<file path="src/hw/rtl/hbe_pkg.sv">
// Shared types and constants of the histogram binning engine.
`default_nettype none
package hbe_pkg;
   localparam int MAX_BINS    = 1024;
   localparam int BIN_BITS    = $clog2(MAX_BINS);
   localparam int COUNT_BITS  = 32;
   localparam int SAMPLE_BITS = 32;
   localparam int NBINS_BITS  = 11;
   localparam int DB_BITS     = 16;
   localparam int QDEPTH      = 2;

   localparam logic [2:0] KIND_SAMPLE = 3'd0;
   localparam logic [2:0] KIND_CLEAR  = 3'd1;
   localparam logic [2:0] KIND_START  = 3'd2;
   localparam logic [2:0] KIND_STOP   = 3'd3;
   localparam logic [2:0] KIND_READ   = 3'd4;

   localparam logic [2:0] ST_COUNTED  = 3'd0;
   localparam logic [2:0] ST_RANGE    = 3'd1;
   localparam logic [2:0] ST_STOPPED  = 3'd2;
   localparam logic [2:0] ST_INVALID  = 3'd3;
   localparam logic [2:0] ST_DONE     = 3'd4;

   localparam logic [1:0] CSR_LOWER    = 2'd0;
   localparam logic [1:0] CSR_UPPER    = 2'd1;
   localparam logic [1:0] CSR_NBINS    = 2'd2;
   localparam logic [1:0] CSR_DEADBAND = 2'd3;

   localparam logic [1:0] OP_SAMPLE = 2'd0; // in range, needs divide
   localparam logic [1:0] OP_CLEAR  = 2'd1;
   localparam logic [1:0] OP_READ   = 2'd2;
   localparam logic [1:0] OP_NONE   = 2'd3; // result already known, post check only if sample

   // classified word from front to back
   typedef struct packed {
      logic [1:0]            op;
      logic                  is_sample;
      logic [2:0]            status;
      logic [BIN_BITS-1:0]   rbin;
      logic [SAMPLE_BITS:0]  d;     // sample - lower
      logic [SAMPLE_BITS:0]  w;     // upper - lower
      logic [NBINS_BITS-1:0] n;     // effective bins
   } cmd_type;
endpackage
`default_nettype wire

</file>
<file path="src/hw/rtl/hbe_front.sv">
// Front end: accepts words, checks limits and range, queues classified words.
`default_nettype none
module hbe_front (
   input  wire logic                  clock,
   input  wire logic                  reset,
   input  wire logic                  req_valid,
   output logic                       req_ready,
   input  wire logic [2:0]            req_kind,
   input  wire logic [31:0]           req_sample_value,
   input  wire logic [9:0]            req_read_bin,
   input  wire logic [31:0]           lower,
   input  wire logic [31:0]           upper,
   input  wire logic [hbe_pkg::NBINS_BITS-1:0] nbins,
   output logic                       q_valid,
   input  wire logic                  q_ready,
   output hbe_pkg::cmd_type           q_cmd
);
   localparam int SB = hbe_pkg::SAMPLE_BITS;
   localparam int PB = $clog2(hbe_pkg::QDEPTH);
   hbe_pkg::cmd_type q_mem_ff [hbe_pkg::QDEPTH];
   logic [PB-1:0] wp_ff, wp_in, rp_ff, rp_in;
   logic [PB:0]   cnt_ff, cnt_in;
   logic          en_ff, en_in;
   hbe_pkg::cmd_type c;
   logic signed [SB:0] s, lo, hi;
   logic push, pop;

   assign req_ready = (cnt_ff != (PB+1)'(hbe_pkg::QDEPTH));
   assign push = req_valid && req_ready;
   assign q_valid = (cnt_ff != '0);
   assign pop = q_valid && q_ready;
   assign q_cmd = q_mem_ff[rp_ff];

   always_comb begin
      s  = {req_sample_value[SB-1], req_sample_value[SB-1:0]};
      lo = {lower[31], lower};
      hi = {upper[31], upper};
      c = '0;
      c.rbin = req_read_bin;
      c.d = s - lo;
      c.w = hi - lo;
      c.n = (nbins == '0) ? hbe_pkg::NBINS_BITS'(1) :
            (nbins > hbe_pkg::NBINS_BITS'(hbe_pkg::MAX_BINS)) ?
            hbe_pkg::NBINS_BITS'(hbe_pkg::MAX_BINS) : nbins;
      c.op = hbe_pkg::OP_NONE;
      c.status = hbe_pkg::ST_DONE;
      en_in = en_ff;
      unique case (req_kind)
         hbe_pkg::KIND_SAMPLE: begin
            c.is_sample = 1'b1;
            priority if (!en_ff) c.status = hbe_pkg::ST_STOPPED;
            else if (lo >= hi) c.status = hbe_pkg::ST_INVALID;
            else if (s < lo || s >= hi) c.status = hbe_pkg::ST_RANGE;
            else begin
               c.status = hbe_pkg::ST_COUNTED;
               c.op = hbe_pkg::OP_SAMPLE;
            end
         end
         hbe_pkg::KIND_CLEAR: c.op = hbe_pkg::OP_CLEAR;
         hbe_pkg::KIND_START: en_in = 1'b1;
         hbe_pkg::KIND_STOP:  en_in = 1'b0;
         hbe_pkg::KIND_READ:  c.op = hbe_pkg::OP_READ;
         default: ;
      endcase
      if (!push) en_in = en_ff;
      wp_in = push ? wp_ff + PB'(1) : wp_ff;
      rp_in = pop ? rp_ff + PB'(1) : rp_ff;
      cnt_in = cnt_ff + (PB+1)'(push) - (PB+1)'(pop);
   end

   always_ff @(posedge clock) begin
      if (push) q_mem_ff[wp_ff] <= c;
      if (reset) begin
         wp_ff <= '0; rp_ff <= '0; cnt_ff <= '0; en_ff <= 1'b1;
      end else begin
         wp_ff <= wp_in; rp_ff <= rp_in; cnt_ff <= cnt_in; en_ff <= en_in;
      end
   end
endmodule
`default_nettype wire

</file>
<file path="config.mk">
export PLATFORM = sky130hd
export DESIGN_NAME = hbe_front
export DESIGN_NICKNAME = d
export VERILOG_FILES = /design/src/hw/rtl/hbe_pkg.sv /design/src/hw/rtl/hbe_front.sv
export SDC_FILE = /design/constraint.sdc
export NUM_CORES = 1
export LEC_CHECK = 0
export BUFFER_PORTS_ARGS = -buffer_cell sky130_fd_sc_hd__buf_2
export CAP_MARGIN = 40
export CORE_MARGIN = 2
export CORE_UTILIZATION = 50
export CTS_BUF_LIST = sky130_fd_sc_hd__clkbuf_8
export CTS_CLUSTER_SIZE = 8
export DETAILED_ROUTE_END_ITERATION = 8
export PLACE_DENSITY = 0.76
export SYNTH_ARGS = -nofsm -noshare
export SYNTH_HDL_FRONTEND = slang
export SYNTH_SLANG_ARGS = --single-unit
</file>
<file path="constraint.sdc">
create_clock -name clock -period 5.1 [get_ports clock]
set_input_delay 0 -clock clock [delete_from_list [all_inputs] [get_ports clock]]
set_output_delay 0 -clock clock [all_outputs]
set_load 0.05 [all_outputs]
</file>
==> results_dict.tcl <==
set metrics [dict create \
    wirelength_um 27500 \
    synth.most_common_cell "edfxtp_1" \
    synth.top_cell.area_share 0.490 \
    peakVddDrop_uv 214 \
    cts.reportedPaths.clkPinSlew_ns 0.12 \
    portBuffers 218 \
    critical_path_class "input port to flop" \
    setup_viol 0 \
    fin_tns_setup_ns 0 \
    synth_area_mm2 0.0114 \
    syn_inst 966 \
    maxSlewHeadroom 0.518 \
    yosysTopAreaCell "edfxtp_1" \
    cts_resized 0 \
    yosysSeqAreaShare 0.501 \
    skew_ns 0.0194 \
    crit_buf_inv 2 \
    rsz0062_at_grt "no" \
    ys_top_cells_by_area "edfxtp_1 (49%), ha_1 (11%), mux2_2 (9.2%)" \
    hold_class "input port to flop" \
    ant_nets 0 \
    period_minus_slack_ns 2.81 \
    dieArea_mm2 0.0240 \
    yosys_warnings 0 \
    met1_usage 0.315 \
    fin_nets 1445 \
    start_util 0.506 \
    drv_cap 0 \
    synth_nets 1192 \
    crit_cells 12 \
    cts_made_buffers 17 \
    drive_gt1_frac 0.303 \
    grt-ovfl-total 0 \
    hpwlAfterDp_um 20900 \
    clock_sinks 192 \
    antenna_found_initial 3 \
    cpMostUsedCell "a31oi_1" \
    clock_path_buffers 2 \
    viasPerCell 5.47 \
    routedWlPerCell_um 18.1 \
    crit_required_ns 5.34 \
    top_usage_layer "met2" \
    fmax_ghz 0.356 \
    cp-start-kind "input port" \
    final_max_slew_viol_count 0 \
    grt_pass1_vias 8016 \
    num_vias 8317 \
    gp_congestion 0.926 \
    root_buffer "clkbuf_8" \
    fillers 1872 \
    htree_num_levels 4 \
    die_height_um 155 \
    critical-path-top-delay-family "compound AO/OA/AOI/OAI gates" \
    power_density_mw_per_mm2 423 \
    post-route-period-util 0.551 \
    cp.arrival_ns 3.05 \
    tightest_slew_ns 0.717 \
    crit_chain "dlygate4sd3_1, buf_2, ha_1, fa_1, and2b_1, o2111ai_1, a31oi_1, o21bai_1, o211ai_1, a31oi_1, o31ai_1, xnor2_1" \
    drc 0 \
    grt_pass1_wl_um 41600 \
    cts_setup_buffers 0 \
    core_area_mm2 0.0225 \
    slowest_stage "dlygate4sd3_1" \
    synth_commonest_cells "edfxtp_1 (186), ha_1 (100), mux2_2 (93)" \
    met3_usage 0.0301 \
    ios 219 \
    grt.total_usage 0.225 \
    rows 55 \
    min_path_cells 4 \
    placed_cells 1455 \
    power.leakage_uw 0.00568 \
    synth_ff_type "edfxtp_1" \
    synth_edf_count 186 \
    globalRouteMet2Util 0.367 \
    area_delta_synth_final_pct 19.2 \
    ff2ff_path_depth 5 \
    firstDrtPassIters 5 \
    hold_violations 0 \
    avgSynthCellArea_um2 11.8 \
    synth_seq_cells 192 \
    status "finished, final reports clean" \
    die_w_um 155 \
    synthArstFlopShare 0 \
    cts_tree "yes" \
    end_kind "flop" \
    insertion_delay_ns 0.47 \
    drtIter0Drc 511 \
    critPathMaxFanout 5 \
    grt_max_degree 52 \
    slowest_delay_ns 0.53 \
    synth_cell_types 73 \
    finalNonFillerCells 1521 \
]
## layout by cell type (no fill, tap or decap), types with 5 or more instances in the layout
cell | Yosys | routed
a31oi_1 | 9 | 9
inv_1 | 86 | 86
o21ai_0 | 33 | 33
nand4_1 | 13 | 13
xor2_1 | 21 | 21
dfxtp_1 | 6 | 5
nor2b_1 | 15 | 15
xnor2_1 | 37 | 37
nand2_1 | 48 | 48
o211ai_1 | 8 | 8
ha_1 | 100 | 100
o21a_1 | 11 | 11
nand2b_1 | 11 | 11
edfxtp_1 | 186 | 186
a21oi_1 | 69 | 69
mux2_2 | 93 | 93
dlygate4sd3_1 | 0 | 30
nor3_1 | 14 | 14
a21boi_0 | 6 | 6
a21o_1 | 22 | 22
o21bai_1 | 5 | 5
clkbuf_8 | 0 | 17
nand3_1 | 25 | 25
a211oi_1 | 9 | 9
nor2_1 | 42 | 41
and2_1 | 9 | 9
buf_2 | 1 | 218
## metrics by stage
step | utilization | total power (uW) | worst slack [ns] | hold slack, ns | cell area (um^2)
finish | 0.604 | 5750 | 2.29 | 0.0294 | 13600
CTS | 0.603 | 5790 | 2.30 | 0.0117 | 13600
detailed placement | 0.571 | 4690 | 2.33 | 0.192 | 12800
global route | 0.603 | 6000 | 2.00 | 0.0329 | 13600
floorplan | - | 4110 | 1.20 | 0.0716 | 11400
global placement | 0.569 | 4640 | 2.39 | 0.188 | 12800
## where the power goes
part | total, uW | switching [uW] | leakage [uW] | internal, uW
registers | 2170 | 73.4 | 0.00179 | 2090
logic | 2510 | 1750 | 0.00368 | 757
clock network | 1070 | 681 | 0.000212 | 392
total | 5750 | 2510 | 0.00568 | 3240
## routing by layer
metal,wire [um],vias to the layer above,share of wire
met5,0,-,0
met2,12800,246,0.46
met3,1300,33,0.047
met1,12800,3932,0.46
met4,637,0,0.023
li1,-,4106,-
## registers in the layout, indices dropped and copies added, names as in the netlist, named ones only
register / cells
en_ff: 1
q_mem_ff: 186
rp_ff: 1
cnt_ff: 2
wp_ff: 1
## tightest hold or removal path, stage by stage
cell and delay [ns]:
buf_2 0.09, inv_1 0.07, ha_1 0.13, inv_1 0.04
## final timing paths
path | start | endpoint | slack (ns)
hold reg to reg | rp_ff$_SDFFE_PP0P_ | rp_ff$_SDFFE_PP0P_ | 0.54
setup / recovery | lower[0] | q_mem_ff[1][39]$_DFFE_PP_ | 2.29
hold / removal | req_sample_value[0] | q_mem_ff[0][44]$_DFFE_PP_ | 0.03
setup reg to reg | cnt_ff[0]$_SDFF_PP0_ | q_mem_ff[0][27]$_DFFE_PP_ | 2.68
## final cells by class
| type | instances | area, um^2 | share of cell area |
|---|---|---|---|
| clock buffer | 17 | 234 | 0.0172 |
| timing repair buffer | 253 | 1450 | 0.107 |
| tap | 285 | 357 | 0.0263 |
| multi-input combinational | 669 | 5300 | 0.391 |
| clock inverter | 15 | 196 | 0.0145 |
| sequential | 192 | 5710 | 0.420 |
| antenna | 4 | 10.0 | 0.000737 |
| inverter | 86 | 323 | 0.0238 |
## cell families (layout without fill, tap and decap cells)
logic type | count (synthesis) | in the layout | synth area share
AO/OA/AOI/OAI | 214 | 214 | 0.125
AND/OR/NAND/NOR | 200 | 200 | 0.0880
flip-flops | 192 | 192 | 0.501
buffers and inverters | 105 | 371 | 0.0347
adder cells (fa/ha/maj) | 102 | 102 | 0.113
multiplexers | 95 | 95 | 0.0937
XOR/XNOR | 58 | 58 | 0.0446
other | 0 | 4 | 0
## repair_timing
action,CTS,global route
hold buffers,30,0
endpoints found under the hold margin,56,0
setup endpoints to repair,0,0
(Power assumes the default switching activity.)
